**config.mk**
```make
export PLATFORM = sky130hd
export DESIGN_NAME = rdtm_div_chain
export DESIGN_NICKNAME = d
export VERILOG_FILES = /design/src/design/rdtm_pkg.sv /design/src/design/rdtm_div_cell.sv /design/src/design/rdtm_div_chain.sv
export SDC_FILE = /design/constraint.sdc
export NUM_CORES = 1
export LEC_CHECK = 0
export BUFFER_PORTS_ARGS = -buffer_cell sky130_fd_sc_hd__buf_4
export CAP_MARGIN = 10
export CORE_MARGIN = 8
export CORE_UTILIZATION = 55
export CTS_CLUSTER_SIZE = 20
export DETAILED_ROUTE_END_ITERATION = 16
export PLACE_DENSITY = 0.8
export SLEW_MARGIN = 20
export SYNTH_ARGS = -nofsm -noshare
export SYNTH_HDL_FRONTEND = slang
export SYNTH_SLANG_ARGS = --single-unit
```
**constraint.sdc**
```tcl
create_clock -name clk -period 4.5 [get_ports clk]
set_input_delay 0.9 -clock clk [delete_from_list [all_inputs] [get_ports clk]]
set_output_delay 0.9 -clock clk [all_outputs]
set_load 0.02 [all_outputs]
```
**src/design/rdtm_pkg.sv**
```systemverilog
// Shared constants, codes and types of the relative-difference template matcher.
package rdtm_pkg;

	localparam int PIC_SIDE = 256;
	localparam int PAT_SIDE = 32;
	localparam int PIX_W    = 8;
	localparam int FRAC_W   = 16;
	localparam int TERM_W   = PIX_W + FRAC_W;
	localparam int SUM_W    = 34;
	localparam int POS_W    = $clog2(PIC_SIDE);
	localparam int IJ_W     = $clog2(PAT_SIDE);
	localparam int PIC_AW   = 2 * POS_W;
	localparam int PAT_AW   = 2 * IJ_W;
	localparam int N_W      = POS_W + 1;
	localparam int M_W      = IJ_W + 1;
	localparam int MM_W     = 2 * M_W;
	localparam int THR_W    = 16;
	localparam int LIM_W    = THR_W + MM_W;
	localparam int CNT_W    = 4;
	localparam int TAG_W    = 16;
	localparam int ADDR_W   = 4;
	localparam int DATA_W   = 32;

	localparam logic [TERM_W-1:0] TERM_MAX = {TERM_W{1'b1}};

	// Register indexes (word address bits)
	localparam logic [1:0] REG_THRESHOLD = 2'd0;
	localparam logic [1:0] REG_PIC_SIZE  = 2'd1;
	localparam logic [1:0] REG_PAT_SIZE  = 2'd2;
	localparam logic [1:0] REG_MAX_OBJ   = 2'd3;

	typedef enum logic [1:0] {
		ACT_PIC  = 2'd0,
		ACT_PAT  = 2'd1,
		ACT_SCAN = 2'd2,
		ACT_NEW  = 2'd3
	} action_t;

	typedef enum logic [3:0] {
		ST_IDLE,
		ST_MM,
		ST_LIMIT,
		ST_RUN,
		ST_DRAIN,
		ST_EMIT,
		ST_ADV,
		ST_DONE,
		ST_FIN
	} state_t;

	// Data handed from one divider cell to the next
	typedef struct packed {
		logic              valid;
		logic              last;
		logic              pz;
		logic              oz;
		logic [PIX_W-1:0]  p;
		logic [TERM_W-1:0] dvd;
		logic [PIX_W-1:0]  rem;
		logic [TERM_W-1:0] quo;
	} cell_t;

endpackage

```
**src/design/rdtm_div_cell.sv**
```systemverilog
// One restoring-division cell: develops one quotient bit and hands on to the next cell.
module rdtm_div_cell (
	input  logic            clk,
	input  logic            arst_n,
	input  rdtm_pkg::cell_t cell_in,
	output rdtm_pkg::cell_t cell_out
);

	rdtm_pkg::cell_t          nxt;
	rdtm_pkg::cell_t          cell_q;
	logic [rdtm_pkg::PIX_W:0] rem2;
	logic [rdtm_pkg::PIX_W:0] diff;
	logic                     ge;

	// shift in next dividend bit, subtract divisor when it fits
	always_comb begin
		rem2 = {cell_in.rem, cell_in.dvd[rdtm_pkg::TERM_W-1]};
		diff = rem2 - {1'b0, cell_in.p};
		ge   = (rem2 >= {1'b0, cell_in.p});
		nxt      = cell_in;
		nxt.dvd  = {cell_in.dvd[rdtm_pkg::TERM_W-2:0], 1'b0};
		nxt.rem  = ge ? diff[rdtm_pkg::PIX_W-1:0] : rem2[rdtm_pkg::PIX_W-1:0];
		nxt.quo  = {cell_in.quo[rdtm_pkg::TERM_W-2:0], ge};
	end

	// advance one cell per cycle
	always_ff @(posedge clk or negedge arst_n) begin
		if (!arst_n) begin
			cell_q.valid <= 1'b0;
		end else begin
			cell_q <= nxt;
		end
	end

	assign cell_out = cell_q;

endmodule

```
**src/design/rdtm_div_chain.sv**
```systemverilog
// Row of divider cells that turns |p-o| and p into one relative-difference term per cycle.
module rdtm_div_chain (
	input  logic                        clk,
	input  logic                        arst_n,
	input  rdtm_pkg::cell_t             head,
	output logic                        term_valid,
	output logic                        term_last,
	output logic [rdtm_pkg::TERM_W-1:0] term
);

	rdtm_pkg::cell_t link [rdtm_pkg::TERM_W+1];
	rdtm_pkg::cell_t tail;

	assign link[0] = head;

	for (genvar k = 0; k < rdtm_pkg::TERM_W; k++) begin : g_cell
		rdtm_div_cell u_cell (
			.clk      (clk),
			.arst_n   (arst_n),
			.cell_in  (link[k]),
			.cell_out (link[k+1])
		);
	end

	assign tail = link[rdtm_pkg::TERM_W];

	// zero picture pixel: zero term on equal pixels, else saturate
	always_comb begin
		term_valid = tail.valid;
		term_last  = tail.last;
		if (tail.pz) begin
			term = tail.oz ? '0 : rdtm_pkg::TERM_MAX;
		end else begin
			term = tail.quo;
		end
	end

endmodule

```
==> results of run 1 <==
==> power by group through the flow <==
stage | sequential [mW] | combinational, mW | clock [mW]
5_1_grt | 13.3 | 7.75 | 9.46
3_3_place_gp | 13.3 | 6.50 | 0
4_1_cts | 13.2 | 6.92 | 9.12
6_report | 13.2 | 6.95 | 8.87
3_5_place_dp | 13.4 | 6.83 | 0
2_1_floorplan | 13.1 | 5.34 | 0
==> cell usage after synthesis, drive strengths merged, types with 3 or more instances <==
master  count  area, sq um
edfxtp   1016        30500
inv       280         1050
o21ai     193          970
ha        192         2400
nand2     136          510
a21oi     113          596
mux2       54          608
nor2       52          195
o21a       41          308
nand2b     38          238
xnor2      37          324
nor2b      36          225
xor2       34          298
a21o       31          233
mux2i      28          280
nand3      27          135
o31ai      26          195
dfrtp      24          601
and2       23          144
fa         23          460
nor3       21          105
a211oi     20          150
a21boi     19          188
a221oi     15          200
a31o       12          105
and4       12          105
buf        12         60.1
nand3b     11         82.6
o22a       11         96.3
or2        11         68.8
o31a       10         87.6
clkbuf      9         33.8
a41oi       7          174
nor4        6         37.5
or4         6         45.0
and3        5         32.5
o211ai      5         37.5
o21bai      5         37.5
or3         5         31.3
or4b        5         50.1
a311oi      4         35.0
a31oi       3         18.8
nand4       3         18.8
nor4b       3         26.3
==> layout make-up <==
| type | count | area (sq um) | share of cell area |
|---|---|---|---|
| Inverter | 280 | 1050 | 0.0220 |
| Sequential cell | 1040 | 31100 | 0.651 |
| Multi-Input combinational cell | 1288 | 9900 | 0.207 |
| Timing Repair Buffer | 97 | 861 | 0.0180 |
| Clock inverter | 75 | 1020 | 0.0213 |
| Clock buffer | 112 | 2560 | 0.0535 |
| Tap cell | 1030 | 1290 | 0.0270 |
==> placed cells by master, fill, tap and decap left out, types with 41 or more instances in the layout <==
cell type	instances
sky130_fd_sc_hd__a21oi_1	105
sky130_fd_sc_hd__buf_4	86
sky130_fd_sc_hd__clkbuf_16	100
sky130_fd_sc_hd__edfxtp_1	1016
sky130_fd_sc_hd__ha_1	192
sky130_fd_sc_hd__inv_1	280
sky130_fd_sc_hd__mux2_2	54
sky130_fd_sc_hd__nand2_1	136
sky130_fd_sc_hd__nor2_1	52
sky130_fd_sc_hd__o21a_1	41
sky130_fd_sc_hd__o21ai_0	187
==> how the worst max path moves through the flow <==
stage / endpoint
floorplan: g_cell[0].u_cell.cell_out[29]$_DFFE_PP_
global placement: g_cell[0].u_cell.cell_out[31]$_DFFE_PP_
detailed placement: g_cell[0].u_cell.cell_out[31]$_DFFE_PP_
CTS: term[2]
global route: term[2]
finish: term[6]
==> critical path, cell delays in order (launching register included) <==
cell	delay, ps
sky130_fd_sc_hd__edfxtp_1	870
sky130_fd_sc_hd__nand2b_1	690
sky130_fd_sc_hd__o21ai_0	300
sky130_fd_sc_hd__buf_4	190
==> cell families after synthesis <==
kind of cell | Yosys count | synth area share
AO/OA/AOI/OAI | 520 | 0.0825
XOR/XNOR | 71 | 0.0148
adder cells (fa/ha/maj) | 215 | 0.0679
buffers and inverters | 301 | 0.0272
flip-flops | 1040 | 0.738
multiplexers | 82 | 0.0211
AND/OR/NAND/NOR | 400 | 0.0486
==> metal layers <==
metal	global-route usage	share of wire	routed length, microns	vias up
met3	0.0264	0.040	2520	147
met5	0	0	0	-
met4	0.0581	0.030	1930	0
met2	0.264	0.51	32600	411
li1	-	-	-	10225
met1	0.178	0.42	26800	10328
==> per-stage QoR <==
| step | utilization | area, sq um | instances | setup WS (ps) | power [mW] |
|---|---|---|---|---|---|
| floorplan | - | 42200 | 2629 | 1930 | 18.4 |
| global placement | 0.582 | 44200 | 3735 | 1300 | 19.8 |
| detailed placement | 0.582 | 44200 | 3735 | 1260 | 20.2 |
| CTS | 0.629 | 47800 | 3922 | 715 | 29.2 |
| global route | 0.629 | 47800 | 3922 | 665 | 30.5 |
| finish | 0.629 | 47800 | 3922 | 902 | 29.0 |
==> impl_results.rst, run 1 <==
.. list-table::
   :header-rows: 1

   * - Metric
     - Value
   * - Count of nets after finishing
     - approximately 3.1k
   * - Startpoint kind of the worst setup timing path
     - register
   * - Area of the die
     - 85800 sq um
   * - Weighted congestion reported at the end of routability-driven placement
     - roughly 0.88
   * - Period utilization
     - 0.799
   * - Initial DRC Count
     - approximately 1.1k
   * - Number of antenna violations at the first check in global routing
     - 0
   * - Die Height
     - 293 microns
   * - Number of endpoints with negative hold slack in the final report
     - 0
   * - Slew Viols, Final
     - 0
   * - Clock share of power
     - 0.306
   * - Peak supply drop
     - 0.323 mV
   * - DR DRC count
     - 0
   * - Gates resized, CTS repair
     - 0
   * - Maximum fanout along the worst path
     - 25
   * - Sequential group share of total power
     - 0.455
   * - Tmin final
     - 3600 ps
   * - CTS tree
     - built
   * - GR Overflow Total
     - 0
   * - Worst-case clock skew
     - 19.0 ps
   * - Maximum number of pins on one net before global-route repair
     - about 110
   * - Worst hold path cell count
     - 0
   * - Max_slew headroom
     - 0.320
   * - Number of buffers inserted for hold repair after clock tree synthesis
     - 0
   * - Post-detail-place hpwl
     - around 42000 microns
   * - Area added between synthesis and finish
     - 13.4%
   * - Count of antenna-violating nets left after detailed routing
     - 0
   * - Overall via count from detail_route
     - approximately 21k
   * - Global-route wire length before repair
     - 106000 microns
   * - Port bufs
     - between 70 and 80
   * - Post-CTS clock slew at the launch and capture registers of the worst setup and hold paths
     - ~60 ps
   * - Gate count after technology mapping
     - roughly 2.6k
   * - Number of setup violations in the final report
     - 0
   * - Start of the worst register-to-register path
     - g_cell[15].u_cell.cell_out[29]$_DFFE_PP_
   * - Root Buffer Master
     - sky130_fd_sc_hd__clkbuf_16
   * - Count of buffers added by post-CTS timing repair for setup
     - 0
   * - Actual transition at the worst max-transition pin
     - around 1000 ps
   * - Count of standard-cell rows
     - 101
   * - Power share of the combinational group
     - 0.240
   * - Min-Delay Endpoint
     - g_cell[9].u_cell.cell_out[67]$_DFF_PN0_
   * - Unique cell type count in the Yosys netlist
     - 56
   * - FILL cells
     - about 5.2k
   * - Count of maximum capacitance violations
     - 0
   * - Worst r2r path cells
     - 6
   * - Max Buffers Root-to-Sink
     - 3
   * - Endpoint kind of the worst setup timing path
     - output pin
   * - Fraction of power spent switching nets
     - 0.276
   * - H-tree depth reported by CTS
     - 3
   * - Routed length per placed instance
     - between 15 and 20 microns
   * - Initial core utilization
     - 0.555
   * - Kind of critical path
     - reg -> out
   * - Achievable clock frequency
     - roughly 280 MHz
   * - Total negative slack for setup checks
     - 0 ps
   * - Post-Syn Area per Cell
     - 16.0 sq um
   * - Width of the die
     - ~300 microns
   * - Ratio of total power to cell area
     - 607 nW/um^2
   * - Leakage
     - 18.0 nW
   * - Commonest register cell after synthesis
     - sky130_fd_sc_hd__edfxtp_1
   * - Worst Hold Launch
     - g_cell[8].u_cell.cell_out[67]$_DFF_PN0_
   * - Clock sink total
     - around 1.0k
   * - Status
     - completed
   * - Reg-to-reg setup timing slack
     - between 1500 and 2000 ps
   * - Internal Power
     - between 20 and 25 mW
   * - Type of the worst min-delay path
     - reg -> reg
   * - Net switching power figure
     - roughly 8 mW
   * - Endpoint arrival time on the critical path
     - 2700 ps
   * - Endpoint of the worst-slack reg-to-reg timing path
     - g_cell[16].u_cell.cell_out[31]$_DFFE_PP_
   * - Mapped cell area
     - 42200 sq um
   * - First-pass DRT Iterations
     - 5
   * - Vias per std cell
     - about 5.4
   * - CTS Buf Count
     - 100
   * - Crit path required time
     - ~3600 ps
   * - EDFF count, synth
     - 1016
   * - Number of synthesized register bits
     - around 1.0k
   * - Ant. Diodes
     - 0
   * - Proportion of layout cells with a drive suffix above 1
     - 0.128
   * - Clock latency reported for the late side of the worst-skew pair
     - around 660 ps
   * - Synth Warn #
     - 0
   * - Ports placed on the boundary
     - between 90 and 100
   * - Net Count, Synth
     - between 2k and 3k
   * - Share of synthesized registers carrying an async set or reset
     - 0.0231
   * - Number of flip-flops in the largest register
     - around 1.0k
   * - RSZ-0062 raised after global routing
     - no
   * - Worst Hold Margin
     - ~340 ps
   * - Total global routing track utilization
     - 0.148
   * - Post-synthesis sequential area ratio
     - 0.738
   * - Core area
     - roughly 76000 sq um
   * - Via count of the first global-routing pass
     - 21.8k
   * - Critical path origin
     - g_cell[23].u_cell.cell_out[65]$_DFFE_PP_
   * - Final WL
     - about 64000 microns
Power figures use the tool's default switching activity.
==> run 2, diff against run 1 <==
==> constraint.sdc (replaced) <==
create_clock -name clk -period 3.4 [get_ports clk]
set_input_delay 0.68 -clock clk [delete_from_list [all_inputs] [get_ports clk]]
set_output_delay 0.68 -clock clk [all_outputs]
set_load 0.02 [all_outputs]
==> run 2 against run 1 <==
Against the previous run: via count grew 0.13%; die area is the same; cell count rose by 0.43%; first-iteration DRC count up 23%; register-to-register slack got worse by 960 ps; critical endpoint is now term[8]; clock skew increased by 18 ps; largest power group unchanged; global-route usage about the same.
==> impl_results.rst, run 2 (synthesized netlist as in run 1, its figures left out) <==
.. list-table::
   :header-rows: 1

   * - Metric
     - Value
   * - Status
     - completed
   * - Maximum fanout along the worst path
     - 25 (unchanged)
   * - FILL cells
     - 5211 (-0.69%)
   * - Most common cell after layout, fill and taps aside
     - sky130_fd_sc_hd__edfxtp_1
   * - Via count of the first global-routing pass
     - 22.0k (+0.72%)
   * - Number of antenna violations at the first check in global routing
     - 0 (unchanged)
   * - Proportion of layout cells with a drive suffix above 1
     - 0.130 (+0.00131)
   * - Area occupied by multi-input gates
     - 9900 sq um (about the same)
   * - Total global routing track utilization
     - 0.148 (+0.000416)
   * - Routed length per placed instance
     - 16.4 microns (+0.53%)
   * - Worst Hold Margin
     - 131 ps (-206 ps)
   * - Initial core utilization
     - 0.555 (unchanged)
   * - Highest-delay cell along the critical path
     - sky130_fd_sc_hd__edfxtp_1
   * - Weighted congestion reported at the end of routability-driven placement
     - 0.893 (+1.7%)
   * - Max Buffers Root-to-Sink
     - 3 (unchanged)
   * - DR DRC count
     - 0 (unchanged)
   * - Number of setup violations in the final report
     - 0 (unchanged)
   * - Endpoint kind of the worst setup timing path
     - output pin
   * - Maximum number of pins on one net before global-route repair
     - 143 (+34%)
   * - Startpoint kind of the worst setup timing path
     - register
   * - Period utilization
     - 0.915
   * - Kind of critical path
     - reg -> out
   * - Count of standard-cell rows
     - 101 (unchanged)
   * - Ports placed on the boundary
     - 96 (unchanged)
   * - Cell area after layout
     - 47900 sq um (+0.32%)
   * - Ratio of total power to cell area
     - 806 nW/um^2 (+33%)
   * - Cell-by-cell trace of the critical path
     - nand2b_2 -> o21ai_0 -> buf_4
   * - Final WL
     - 64400 microns (+0.97%)
   * - Commonest cells after routing, fill and taps aside
     - 1016 x sky130_fd_sc_hd__edfxtp_1, 280 x sky130_fd_sc_hd__inv_1, 192 x sky130_fd_sc_hd__ha_1
   * - Area added between synthesis and finish
     - 13.7%
   * - Placed cell areas
     - 44300 sq um (+0.24%)
   * - Overall via count from detail_route
     - 21.1k (+0.13%)
   * - Tmin final
     - between 3000 and 4000 ps
   * - Count of nets after finishing
     - 3108 (+0.52%)
   * - CTS tree
     - built
   * - Type of the worst min-delay path
     - in -> reg
   * - Width of the die
     - 293 microns (unchanged)
   * - RSZ-0062 raised after global routing
     - no
   * - Ant. Diodes
     - 0 (unchanged)
   * - Clock latency reported for the late side of the worst-skew pair
     - 660 ps (about the same)
   * - Initial DRC Count
     - 1392 (+23%)
   * - Die Height
     - 293 microns (unchanged)
   * - Post-detail-place hpwl
     - 42300 microns (+1.5%)
   * - Area of the die
     - 85800 sq um (unchanged)
   * - Count of antenna-violating nets left after detailed routing
     - 0 (unchanged)
   * - Total negative slack for setup checks
     - 0 ps (unchanged)
   * - Root Buffer Master
     - sky130_fd_sc_hd__clkbuf_16
   * - Worst-case clock skew
     - 37.4 ps (+18.4 ps)
   * - Number of flip-flops in the largest register
     - 1040 (unchanged)
   * - H-tree depth reported by CTS
     - 3 (unchanged)
   * - Clock sink total
     - 1040 (unchanged)
   * - Crit path required time
     - 2720 ps (-880 ps)
   * - Post-CTS clock slew at the launch and capture registers of the worst setup and hold paths
     - 60 ps (about the same)
   * - Max_slew headroom
     - 0.331 (+0.0113)
   * - Peak supply drop
     - 0.510 mV (+58%)
   * - Vias per std cell
     - 5.37 (-0.30%)
   * - Register area
     - 31100 sq um (unchanged)
   * - Number of endpoints with negative hold slack in the final report
     - 0 (unchanged)
   * - First-pass DRT Iterations
     - 6 (+1)
   * - CTS Buf Count
     - 102 (+2.0%)
   * - Actual transition at the worst max-transition pin
     - 1000 ps (-17.0 ps)
   * - Leakage
     - 18.1 nW (+0.49%)
   * - Largest stage delay on the critical path
     - 890 ps (+20 ps)
   * - GR Overflow Total
     - 0 (unchanged)
   * - Port bufs
     - 71 (unchanged)
   * - Achievable clock frequency
     - between 300 and 400 MHz
   * - Slew Viols, Final
     - 0 (unchanged)
   * - Core area
     - 75900 sq um (unchanged)
   * - Endpoint arrival time on the critical path
     - 2430 ps (-270 ps)
   * - Count of maximum capacitance violations
     - 0 (unchanged)
   * - Global-route wire length before repair
     - 105000 microns (-0.12%)
==> run 2: cell types whose count changed in the layout (fill, tap and decap cells not counted), sizes merged <==
cell | previous run | this run
buf | 97 | 111
clkbuf | 112 | 118
clkinvlp | 10 | 7
clkinv | 38 | 39
inv | 286 | 285
==> run 2: repair_timing <==
item | in CTS | in global routing
endpoints found under the setup margin | 24 | 0
buffers inserted | 0 | 0
hold buffers | 0 | 0
hold endpoints to repair | 0 | 0
gates resized for setup | 1 | 0
==> run 2: path summary, 6_finish.rpt <==
| kind | from | to | slack [ps] | cells past startpoint |
|---|---|---|---|---|
| min in group asynchronous | arst_n | g_cell[2].u_cell.cell_out[67]$_DFF_PN0_ | 420 | 2 |
| worst min-delay path | head[67] | g_cell[0].u_cell.cell_out[67]$_DFF_PN0_ | 130 | 1 |
| worst min register to register | g_cell[16].u_cell.cell_out[67]$_DFF_PN0_ | g_cell[17].u_cell.cell_out[67]$_DFF_PN0_ | 340 | 0 |
| worst max-delay path | g_cell[23].u_cell.cell_out[65]$_DFFE_PP_ | term[8] | 290 | 3 |
| worst max register to register | g_cell[19].u_cell.cell_out[27]$_DFFE_PP_ | g_cell[20].u_cell.cell_out[24]$_DFFE_PP_ | 680 | 5 |
| max in group asynchronous | arst_n | g_cell[22].u_cell.cell_out[67]$_DFF_PN0_ | 2410 | 2 |
==> run 2: stage by stage <==
stage / instances / setup WS (ps) / utilization / power (mW)
after floorplan: 2629 / 1050 / - / 24.4
after global placement: 3749 / 741 / 0.584 / 26.3
after detailed placement: 3749 / 581 / 0.584 / 26.8
after CTS: 3939 / 135 / 0.631 / 38.9
after global routing: 3939 / 96.4 / 0.631 / 40.6
final: 3939 / 288 / 0.631 / 38.7
==> run 2: layout make-up <==
type,instances,share of cell area
clock inverters,72,0.0209
inverters,280,0.0219
clock buffers,118,0.0547
repair buffers,111,0.0201
flip-flops and latches,1040,0.649
well taps,1030,0.0269
multi-input cells,1288,0.207
==> run 2: power by group <==
part | internal [mW] | leakage (nW) | total [mW] | switching [mW]
clock | 7.18 | 1.74 | 11.9 | 4.68
combinational | 4.15 | 6.16 | 9.37 | 5.21
sequential | 16.6 | 10.2 | 17.4 | 0.820
==> run 2: critical path: cells and delay by family, from the launching register on <==
family / cells / cell delay, ps
buf+inv: 1 / 190
simple gates: 1 / 460
compound gates: 1 / 230
flops: 1 / 890
==> run 2: routing by layer <==
metal,vias up,global-route usage,part of all wire
met3,170,0.0301,0.043
li1,10232,-,-
met1,10267,0.179,0.42
met2,470,0.262,0.51
met4,0,0.0593,0.033
met5,-,0,0
